## config.mk

```make
export PLATFORM = sky130hd
export DESIGN_NAME = wear_detect_and_gain_step_unit
export DESIGN_NICKNAME = d
export VERILOG_FILES = /design/src/wdg_pkg.sv /design/src/wdg_ctrl.sv /design/src/wdg_dp.sv /design/src/wear_detect_and_gain_step_unit.sv
export SDC_FILE = /design/constraint.sdc
export NUM_CORES = 1
export LEC_CHECK = 0
export BUFFER_PORTS_ARGS = -buffer_cell sky130_fd_sc_hd__buf_4
export CORE_UTILIZATION = 45
export CTS_CLUSTER_SIZE = 14
export DETAILED_ROUTE_END_ITERATION = 8
export SETUP_SLACK_MARGIN = 0.5
export SYNTH_ARGS = -nofsm -noshare
export SYNTH_HDL_FRONTEND = slang
export SYNTH_SLANG_ARGS = --single-unit
```

## constraint.sdc

```tcl
create_clock -name i_clk -period 13.11 [get_ports i_clk]
set_input_delay 1.9665 -clock i_clk [delete_from_list [all_inputs] [get_ports i_clk]]
set_output_delay 1.9665 -clock i_clk [all_outputs]
set_load 0.005 [all_outputs]
```

## src/wdg_pkg.sv

```systemverilog
package wdg_pkg;

    localparam int SAMPLE_W  = 24;
    localparam int THR_W     = 23;
    localparam int CNT_W     = 5;
    localparam int OFFSET_W  = 6;
    localparam int WIN_LEN   = 8;
    localparam int WIN_IDX_W = $clog2(WIN_LEN);
    localparam int SUM_W     = SAMPLE_W + WIN_IDX_W;
    localparam int CFG_IDX_W = 3;

    // Configuration register indexes.
    localparam logic [CFG_IDX_W-1:0] CFG_DIFF_MODE = 3'd0;
    localparam logic [CFG_IDX_W-1:0] CFG_WEAR_HIGH = 3'd1;
    localparam logic [CFG_IDX_W-1:0] CFG_WEAR_LOW  = 3'd2;
    localparam logic [CFG_IDX_W-1:0] CFG_GAIN_HIGH = 3'd3;
    localparam logic [CFG_IDX_W-1:0] CFG_GAIN_LOW  = 3'd4;

    // Wear status codes.
    localparam logic [1:0] ST_UNDECIDED = 2'd0;
    localparam logic [1:0] ST_WORN      = 2'd1;
    localparam logic [1:0] ST_REMOVED   = 2'd2;

    localparam logic [CNT_W-1:0]    COUNT_RESET  = 5'd10;
    localparam logic [1:0]          DIV_LAST     = 2'd3;
    localparam logic [OFFSET_W-1:0] OFFSET_MAX   = 6'd32;
    localparam logic [SAMPLE_W:0]   QUIET_SPREAD = 25'd4000;
    localparam logic [SAMPLE_W-1:0] MIN_RESET    = 24'd300000;

    localparam logic [THR_W-1:0] WEAR_HIGH_RST = 23'd5000;
    localparam logic [THR_W-1:0] WEAR_LOW_RST  = 23'd4000;
    localparam logic [THR_W-1:0] GAIN_HIGH_RST = 23'd450000;
    localparam logic [THR_W-1:0] GAIN_LOW_RST  = 23'd150000;

    typedef struct packed {
        logic                 load;
        logic                 scan;
        logic                 scan_first;
        logic [WIN_IDX_W-1:0] scan_idx;
        logic                 track;
        logic                 thresh;
        logic                 commit;
    } t_cmd;

    typedef struct packed {
        logic diff_mode;
    } t_stat;

endpackage

```

## src/wdg_ctrl.sv

```systemverilog
module wdg_ctrl
    import wdg_pkg::*;
(
    input  logic  i_clk,
    input  logic  i_rst_n,
    input  logic  i_in_valid,
    output logic  o_in_ready,
    output logic  o_out_valid,
    input  logic  i_out_ready,
    input  t_stat i_stat,
    output t_cmd  o_cmd
);

    localparam logic [2:0] S_IDLE   = 3'd0;
    localparam logic [2:0] S_SCAN   = 3'd1;
    localparam logic [2:0] S_TRACK  = 3'd2;
    localparam logic [2:0] S_THRESH = 3'd3;
    localparam logic [2:0] S_DECIDE = 3'd4;

    logic [2:0]           r_state, n_state;
    logic [WIN_IDX_W-1:0] r_idx, n_idx;
    logic                 r_out_valid, n_out_valid;
    logic                 w_accept;
    logic                 w_slot_free;

    assign o_in_ready  = (r_state == S_IDLE);
    assign w_accept    = i_in_valid && o_in_ready;
    assign w_slot_free = !r_out_valid || i_out_ready;
    assign o_out_valid = r_out_valid;

    always_comb begin
        n_state     = r_state;
        n_idx       = r_idx;
        n_out_valid = r_out_valid && !i_out_ready;
        o_cmd       = '0;
        o_cmd.scan_idx = r_idx;
        unique case (r_state)
            S_IDLE: begin
                if (w_accept) begin
                    o_cmd.load = 1'b1;
                    n_idx      = '0;
                    n_state    = i_stat.diff_mode ? S_SCAN : S_THRESH;
                end
            end
            S_SCAN: begin
                o_cmd.scan       = 1'b1;
                o_cmd.scan_first = (r_idx == '0);
                n_idx            = r_idx + 1'b1;
                if (r_idx == WIN_IDX_W'(WIN_LEN - 1)) begin
                    n_state = S_TRACK;
                end
            end
            S_TRACK: begin
                o_cmd.track = 1'b1;
                n_state     = S_THRESH;
            end
            S_THRESH: begin
                o_cmd.thresh = 1'b1;
                n_state      = S_DECIDE;
            end
            S_DECIDE: begin
                // State moves only when the result register can take the result.
                if (w_slot_free) begin
                    o_cmd.commit = 1'b1;
                    n_out_valid  = 1'b1;
                    n_state      = S_IDLE;
                end
            end
            default: begin
                n_state = S_IDLE;
            end
        endcase
    end

    always_ff @(posedge i_clk) begin
        if (!i_rst_n) begin
            r_state     <= S_IDLE;
            r_idx       <= '0;
            r_out_valid <= 1'b0;
        end else begin
            r_state     <= n_state;
            r_idx       <= n_idx;
            r_out_valid <= n_out_valid;
        end
    end

endmodule

```

## src/wdg_dp.sv

```systemverilog
module wdg_dp
    import wdg_pkg::*;
#(
    parameter int COUNT_LIMIT = 20
)
(
    input  logic                 i_clk,
    input  logic                 i_rst_n,
    input  logic                 i_cfg_wr_en,
    input  logic [CFG_IDX_W-1:0] i_cfg_index,
    input  logic [THR_W-1:0]     i_cfg_wdata,
    input  logic [SAMPLE_W-1:0]  i_ambient_sample,
    input  logic [SAMPLE_W-1:0]  i_infrared_sample,
    input  t_cmd                 i_cmd,
    output t_stat                o_stat,
    output logic [1:0]           o_status,
    output logic                 o_became_worn,
    output logic                 o_became_removed,
    output logic                 o_gain_write,
    output logic [OFFSET_W-1:0]  o_gain_offset
);

    localparam logic [CNT_W-1:0] CntLimit = CNT_W'(COUNT_LIMIT);
    localparam int TW = SAMPLE_W + 2;

    // Configuration registers.
    logic                r_diff_mode;
    logic [THR_W-1:0]    r_wear_high, r_wear_low, r_gain_high, r_gain_low;

    // Block state.
    logic [1:0]          r_wear, n_wear;
    logic [CNT_W-1:0]    r_cnt, n_cnt;
    logic [1:0]          r_div, n_div;
    logic [OFFSET_W-1:0] r_off, n_off;
    logic [SAMPLE_W-1:0] r_win [WIN_LEN];
    logic [SAMPLE_W-1:0] r_tmin, r_tmax;

    // Per-item working registers.
    logic signed [SAMPLE_W-1:0] r_amb, r_ir;
    logic signed [SAMPLE_W-1:0] r_lo, r_hi;
    logic signed [SUM_W-1:0]    r_sum;
    logic signed [TW-1:0]       r_thr_hi, r_thr_lo;

    // Result register.
    logic [1:0]          r_o_status;
    logic                r_o_worn, r_o_removed, r_o_write;
    logic [OFFSET_W-1:0] r_o_off;

    logic signed [SAMPLE_W-1:0] w_entry;
    logic signed [SAMPLE_W:0]   w_spread;
    logic                       w_quiet;
    logic [SAMPLE_W-1:0]        w_mean;
    logic [SAMPLE_W:0]          w_rel_hi, w_rel_lo;
    logic                       w_relative;
    logic signed [TW-1:0]       w_ir_x;
    logic signed [SAMPLE_W:0]   w_amb_x;
    logic                       w_up, w_down, n_write;

    assign o_stat.diff_mode = r_diff_mode;

    always_ff @(posedge i_clk) begin
        if (!i_rst_n) begin
            r_diff_mode <= 1'b0;
            r_wear_high <= WEAR_HIGH_RST;
            r_wear_low  <= WEAR_LOW_RST;
            r_gain_high <= GAIN_HIGH_RST;
            r_gain_low  <= GAIN_LOW_RST;
        end else if (i_cfg_wr_en) begin
            unique case (i_cfg_index)
                CFG_DIFF_MODE: r_diff_mode <= i_cfg_wdata[0];
                CFG_WEAR_HIGH: r_wear_high <= i_cfg_wdata;
                CFG_WEAR_LOW:  r_wear_low  <= i_cfg_wdata;
                CFG_GAIN_HIGH: r_gain_high <= i_cfg_wdata;
                CFG_GAIN_LOW:  r_gain_low  <= i_cfg_wdata;
                default: ;
            endcase
        end
    end

    // Window scan: one entry per cycle into running min, max and sum.
    assign w_entry = $signed(r_win[i_cmd.scan_idx]);

    always_ff @(posedge i_clk) begin
        if (i_cmd.load) begin
            r_amb <= $signed(i_ambient_sample);
            r_ir  <= $signed(i_infrared_sample);
        end
        if (i_cmd.scan) begin
            if (i_cmd.scan_first) begin
                r_lo  <= w_entry;
                r_hi  <= w_entry;
                r_sum <= SUM_W'(w_entry);
            end else begin
                if (w_entry < r_lo) r_lo <= w_entry;
                if (w_entry > r_hi) r_hi <= w_entry;
                r_sum <= r_sum + SUM_W'(w_entry);
            end
        end
    end

    // A quiet window has only positive entries, so the sum is positive and the
    // mean is a plain shift.
    assign w_spread = $signed({r_hi[SAMPLE_W-1], r_hi}) - $signed({r_lo[SAMPLE_W-1], r_lo});
    assign w_quiet  = (w_spread < $signed(QUIET_SPREAD)) && (r_lo > 0);
    assign w_mean   = r_sum[SUM_W-1:WIN_IDX_W];

    always_ff @(posedge i_clk) begin
        if (!i_rst_n) begin
            for (int i = 0; i < WIN_LEN; i++) begin
                r_win[i] <= '0;
            end
            r_tmin <= MIN_RESET;
            r_tmax <= '0;
        end else begin
            if (i_cmd.load && r_diff_mode) begin
                for (int i = 0; i < WIN_LEN - 1; i++) begin
                    r_win[i] <= r_win[i + 1];
                end
                r_win[WIN_LEN-1] <= i_infrared_sample;
            end
            if (i_cmd.track && w_quiet && (w_mean != '0)) begin
                if (w_mean < r_tmin) r_tmin <= w_mean;
                if (w_mean > r_tmax) r_tmax <= w_mean;
            end
        end
    end

    // Thresholds, relative to the tracked minimum in diff mode with a wide range.
    assign w_rel_hi   = {1'b0, r_tmin} + (SAMPLE_W+1)'(r_wear_high);
    assign w_rel_lo   = {1'b0, r_tmin} + (SAMPLE_W+1)'(r_wear_low);
    assign w_relative = r_diff_mode && (r_tmax != '0) && (r_tmin != '0)
                        && ({1'b0, r_tmax} > w_rel_hi);

    always_ff @(posedge i_clk) begin
        if (i_cmd.thresh) begin
            if (w_relative) begin
                r_thr_hi <= $signed({1'b0, w_rel_hi});
                r_thr_lo <= $signed({1'b0, w_rel_lo});
            end else begin
                r_thr_hi <= $signed({3'b000, r_wear_high});
                r_thr_lo <= $signed({3'b000, r_wear_low});
            end
        end
    end

    assign w_ir_x  = TW'(r_ir);
    assign w_amb_x = (SAMPLE_W+1)'(r_amb);

    always_comb begin
        n_wear = r_wear;
        n_cnt  = r_cnt;
        if (w_ir_x > r_thr_hi) begin
            if (r_cnt >= CntLimit) begin
                n_cnt  = CntLimit;
                n_wear = ST_WORN;
            end else begin
                n_cnt = r_cnt + 1'b1;
            end
        end else if (w_ir_x < r_thr_lo) begin
            if (r_cnt == '0) begin
                n_wear = ST_REMOVED;
            end else begin
                n_cnt = r_cnt - 1'b1;
            end
        end
    end

    assign w_up   = w_amb_x > $signed({2'b00, r_gain_high});
    assign w_down = !w_up && (w_amb_x < $signed({2'b00, r_gain_low}));

    always_comb begin
        n_div   = r_div;
        n_off   = r_off;
        n_write = 1'b0;
        if (n_wear == ST_WORN) begin
            if (w_up || w_down) begin
                if (r_div == DIV_LAST) begin
                    n_div = '0;
                    if (w_up && (r_off < OFFSET_MAX)) begin
                        n_off   = r_off + 1'b1;
                        n_write = 1'b1;
                    end else if (w_down && (r_off != '0)) begin
                        n_off   = r_off - 1'b1;
                        n_write = 1'b1;
                    end
                end else begin
                    n_div = r_div + 1'b1;
                end
            end
        end else begin
            n_div = '0;
            n_off = '0;
        end
    end

    always_ff @(posedge i_clk) begin
        if (!i_rst_n) begin
            r_wear <= ST_UNDECIDED;
            r_cnt  <= COUNT_RESET;
            r_div  <= '0;
            r_off  <= '0;
        end else if (i_cmd.commit) begin
            r_wear <= n_wear;
            r_cnt  <= n_cnt;
            r_div  <= n_div;
            r_off  <= n_off;
        end
    end

    always_ff @(posedge i_clk) begin
        if (i_cmd.commit) begin
            r_o_status  <= n_wear;
            r_o_worn    <= (n_wear == ST_WORN) && (r_wear != ST_WORN);
            r_o_removed <= (n_wear == ST_REMOVED) && (r_wear != ST_REMOVED);
            r_o_write   <= n_write;
            r_o_off     <= n_off;
        end
    end

    assign o_status         = r_o_status;
    assign o_became_worn    = r_o_worn;
    assign o_became_removed = r_o_removed;
    assign o_gain_write     = r_o_write;
    assign o_gain_offset    = r_o_off;

endmodule

```

## src/wear_detect_and_gain_step_unit.sv

```systemverilog
// Channel   Direction  Transaction
// s_axis    in         one sample pair (ambient, infrared)
// m_axis    out        one result: status, transition pulses, gain step
// cfg       in         one register write, index 0..4, no read-back
//
// After an input, diff mode scans the sample window through one min/max/sum
// unit, then runs the track, threshold and decide steps; absolute mode runs
// only threshold and decide. The result is registered in the decide step,
// and a new input is taken only when idle. Reset is synchronous and active
// low and restores control, config, window, tracking, wear and gain state
// but not per-item or result data registers. A result waits in the output
// register under a stall while the next item is accepted and processed;
// the block holds in its last step until the output register is free.
module wear_detect_and_gain_step_unit
    import wdg_pkg::*;
#(
    parameter int COUNT_LIMIT = 20
)
(
    input  logic                 i_clk,
    input  logic                 i_rst_n,
    input  logic                 s_axis_tvalid,
    output logic                 s_axis_tready,
    // [23:0] ambient_sample, [47:24] infrared_sample
    input  logic [47:0]          s_axis_tdata,
    output logic                 m_axis_tvalid,
    input  logic                 m_axis_tready,
    // [1:0] status, [2] became_worn, [3] became_removed, [4] gain_write,
    // [10:5] gain_offset, [15:11] zero
    output logic [15:0]          m_axis_tdata,
    input  logic                 i_cfg_wr_en,
    input  logic [CFG_IDX_W-1:0] i_cfg_index,
    input  logic [THR_W-1:0]     i_cfg_wdata
);

    t_cmd                w_cmd;
    t_stat               w_stat;
    logic [1:0]          w_status;
    logic                w_worn, w_removed, w_write;
    logic [OFFSET_W-1:0] w_off;

    wdg_ctrl u_ctrl (
        .i_clk       (i_clk),
        .i_rst_n     (i_rst_n),
        .i_in_valid  (s_axis_tvalid),
        .o_in_ready  (s_axis_tready),
        .o_out_valid (m_axis_tvalid),
        .i_out_ready (m_axis_tready),
        .i_stat      (w_stat),
        .o_cmd       (w_cmd)
    );

    wdg_dp #(
        .COUNT_LIMIT (COUNT_LIMIT)
    ) u_dp (
        .i_clk             (i_clk),
        .i_rst_n           (i_rst_n),
        .i_cfg_wr_en       (i_cfg_wr_en),
        .i_cfg_index       (i_cfg_index),
        .i_cfg_wdata       (i_cfg_wdata),
        .i_ambient_sample  (s_axis_tdata[23:0]),
        .i_infrared_sample (s_axis_tdata[47:24]),
        .i_cmd             (w_cmd),
        .o_stat            (w_stat),
        .o_status          (w_status),
        .o_became_worn     (w_worn),
        .o_became_removed  (w_removed),
        .o_gain_write      (w_write),
        .o_gain_offset     (w_off)
    );

    assign m_axis_tdata = {5'b00000, w_off, w_write, w_removed, w_worn, w_status};

endmodule

```

==> run_results.csv <==
group,metric,value,unit
logic_synthesis,synth_top_cell_by_area,"edfxtp_1",
clock_tree,cts_tree,"built",
routing,wl_per_cell,20.5,µm
routing,dr.max_layer_used,"met4",
sta,slew_headroom,0.162,
logic_synthesis,synth_seq_area_share,0.458,
placed_design,place_hpwl,62.3,mm
routing,via_per_inst,5.61,
global_route,grt_pass1_wl,131,mm
placed_design,dp.cells,4005,
critical_path,rrSetupSlack,7.66,ns
critical_path,critPathMaxFanout,47,
logic_synthesis,async_reset_ff_frac,0,
global_route,grt_max_degree,145,
hold_path,hold_class,"register to register",
global_route,antenna_found_initial,2,
sta,hold_viol,0,
critical_path,required,13.47,ns
sta,tightest_slew,1.25,ns
sta,drv_slew,0,
logic_synthesis,synthTopCellsByArea,"edfxtp_1 35%, ha_1 12%, dfxtp_1 10%",
floorplan,coreArea,0.0700,mm²
clock_tree,cts-root-buf,"clkbuf_16",
clock_tree,htreeDepth,2,
clock_tree,cts_resized,0,
cells_and_area,syn_to_final_growth,11.6,%
cells_and_area,drive_gt1_frac,0.107,
cells_and_area,nNetsFinal,3525,
routing,drt_first_pass_iters,5,
routing,route.met3.wl,3.59,mm
logic_synthesis,yosys_warnings,0,
logic_synthesis,synth-main-ff-cell,"edfxtp_1",
logic_synthesis,postSynthCellCount,3057,
routing,drtIter0Drc,1545,
power_and_ir_drop,max-vdd-ir-drop,0.000136,V
clock_tree,clock_sink_count,542,
logic_synthesis,yosys.area.top_type_share,0.354,
logic_synthesis,synth_seq_cells,542,
placed_design,place.gp.congestion,0.909,
critical_path,slowest_stage,"buf_4",
sta,period_needed,5.45,ns
cells_and_area,fin_cells,4121,
sta,tns,0,ns
routing,met2WireLength,41.8,mm
routing,routed_wl,84.6,mm
critical_path,path_cells,"ha_1 > inv_1 > fa_1 > nor2b_1 > o21a_1 > o21ai_0 > a21oi_1 > o31a_1 > o211ai_1 > a21o_1 > nor3_1 > a311oi_1 > ha_1 > nand4_1 > nor2_1 > nor2_1 > o22ai_1 > a2111o_1 > o211ai_1 > buf_4 > mux2_2",
power_and_ir_drop,cellLeakagePower,14.7,nW
hold_path,hold_depth,2,
sta,finalCritPeriodShare,0.416,
critical_path,crit_arrival,5.81,ns
sta,fin_ws,7.66,ns
critical_path,crit_start,"u_dp.r_tmin[0]",
logic_synthesis,synth.avg_cell_area,10.4,µm²
critical_path,cp_top_family,"compound AO/OA/AOI/OAI gates",
logic_synthesis,synthDistinctLibCells,90,
critical_path,path_buf_inv,2,
sta,whs,0.454,ns
sta,rsz0062_at_grt,"no",
critical_path,end_kind,"register",
floorplan,die_w,268,µm
sta,finClkSkew,0.0315,ns
floorplan,io_pins,97,
placed_design,post-place-ws,7.73,ns
placed_design,portBuffers,91,
clock_tree,postCtsSetupRepairBufs,0,
routing,drc,0,
clock_tree,cts-buffers-inserted,61,
cells_and_area,utilization,0.508,
logic_synthesis,synth_edf_count,376,
cells_and_area,insertedDiodeCount,0,
critical_path,r2r_start,"u_dp.r_tmin[0]",
logic_synthesis,yosysMostFrequentCell,"edfxtp_1",
power_and_ir_drop,p_per_area,138,mW/mm²
floorplan,die_height,268,µm
hold_path,hp-start,"u_dp.r_gain_high[19]",
critical_path,rr_worst_depth,21,
routing,m1WireLength,36.9,mm
critical_path,critPathKind,"register to register",
clock_tree,cts_hold_buf,0,
logic_synthesis,synthTopCellsByCount,"376 x edfxtp_1, 321 x nand2_1, 315 x ha_1, 265 x inv_1, 206 x a21oi_1",
global_route,gr-total-overflow,0,
floorplan,die_area,0.0720,mm²
critical_path,r2r_end,"u_dp.r_thr_lo[10]",
critical_path,start_kind,"register",
status,status,"completed",
floorplan,initial_core_util,0.456,
global_route,grt_pass1_vias,23300,
logic_synthesis,synth_area,0.0319,mm²
routing,vias,23100,
cells_and_area,fill_cells,6296,
hold_path,hold_path_end,"u_dp.r_gain_high[19]",
sta,timing.fmax,0.184,GHz
clock_tree,clock_path_buffers,3,
critical_path,max_stage_delay,0.67,ns
clock_tree,clk_pin_slew,0.06,ns
sta,setup_viol,0,
routing,ant_nets,0,
global_route,grtUsageTotal,0.236,
run,drv.max_cap_violation_count,0,
floorplan,rows,97,
clock_tree,clock_latency,0.64,ns
[metal layers]
layer  up-vias  global-route usage
li1      11200                   -
met1     11300               0.304
met2       506               0.417
met3       116              0.0241
met4         0              0.0731
met5         -                   0
[kinds of logic after synthesis]
logic type      Yosys count  share of synthesized area
compound gates          574                      0.117
xor+xnor                 66                     0.0181
fa+ha+maj               318                      0.125
buf+inv                 377                     0.0471
flops                   542                      0.458
mux                     176                     0.0760
other cells               1                   0.000118
simple gates           1003                      0.158
[worst max path at each step]
stage,to,slack (ns),depth (start not counted)
after global routing,u_dp.r_thr_lo[13],7.09,21
after detailed placement,u_dp.r_thr_lo[13],7.73,21
after global placement,u_dp.r_thr_lo[13],7.72,21
after floorplan,u_dp.r_win[0][0],5.28,4
final,u_dp.r_thr_lo[10],7.66,21
after CTS,u_dp.r_thr_lo[13],7.70,21
[through the flow]
stage | power, mW | instance area [µm²]
after floorplan | 2.83 | 31900
after global placement | 3.11 | 33500
after CTS | 4.95 | 35600
final | 4.92 | 35600
after global routing | 5.14 | 35600
after detailed placement | 3.14 | 33500
[layout by cell type, fill, tap and decap left out, drive strengths merged, types with 48 or more instances in the layout]
master,n
ha,315
nor2,148
edfxtp,376
and2,199
nand2,321
mux4,48
dfxtp,166
nand4,48
inv,268
clkbuf,94
mux2i,82
o21ai,98
nand3,54
buf,114
a21oi,209
a21o,76
[sequential cells by signal, summed over array words and instances, names as in the netlist, 5 cells and up, named ones only]
name	count
u_dp.o_gain_offset	6
u_dp.r_amb	24
u_dp.r_cnt	5
u_dp.r_gain_high	23
u_dp.r_gain_low	23
u_dp.r_hi	24
u_dp.r_ir	24
u_dp.r_lo	24
u_dp.r_off	6
u_dp.r_sum	27
u_dp.r_thr_hi	25
u_dp.r_thr_lo	25
u_dp.r_tmax	24
u_dp.r_tmin	24
u_dp.r_wear_high	23
u_dp.r_wear_low	23
u_dp.r_win	192
[worst reg2reg max path, stage by stage (launching register included)]
cell      delay, ns
dfxtp_1        0.35
ha_1           0.23
inv_1          0.07
fa_1           0.20
nor2b_1        0.06
o21a_1         0.17
o21ai_0        0.24
a21oi_1        0.15
o31a_1         0.30
o211ai_1       0.30
a21o_1         0.18
nor3_1         0.04
a311oi_1       0.50
ha_1           0.36
nand4_1        0.10
nor2_1         0.07
nor2_1         0.08
o22ai_1        0.10
a2111o_1       0.38
o211ai_1       0.18
buf_4          0.67
mux2_2         0.45
[layout make-up]
cell class	instances	area, µm²	area share
clock buffers	94	1780	0.0500
well taps	940	1180	0.0330
clock inverters	22	332	0.00931
inverters	266	998	0.0280
multi-input cells	2143	15800	0.445
repair buffers	114	856	0.0240
flip-flops and latches	542	14600	0.411
[power breakdown]
part	switching [mW]	internal [mW]	total, mW	leakage [nW]
logic	0.611	0.423	1.03	8.65
clock network	0.722	1.07	1.80	1.03
registers	0.106	1.98	2.09	5.03
(Power assumes the default switching activity.)
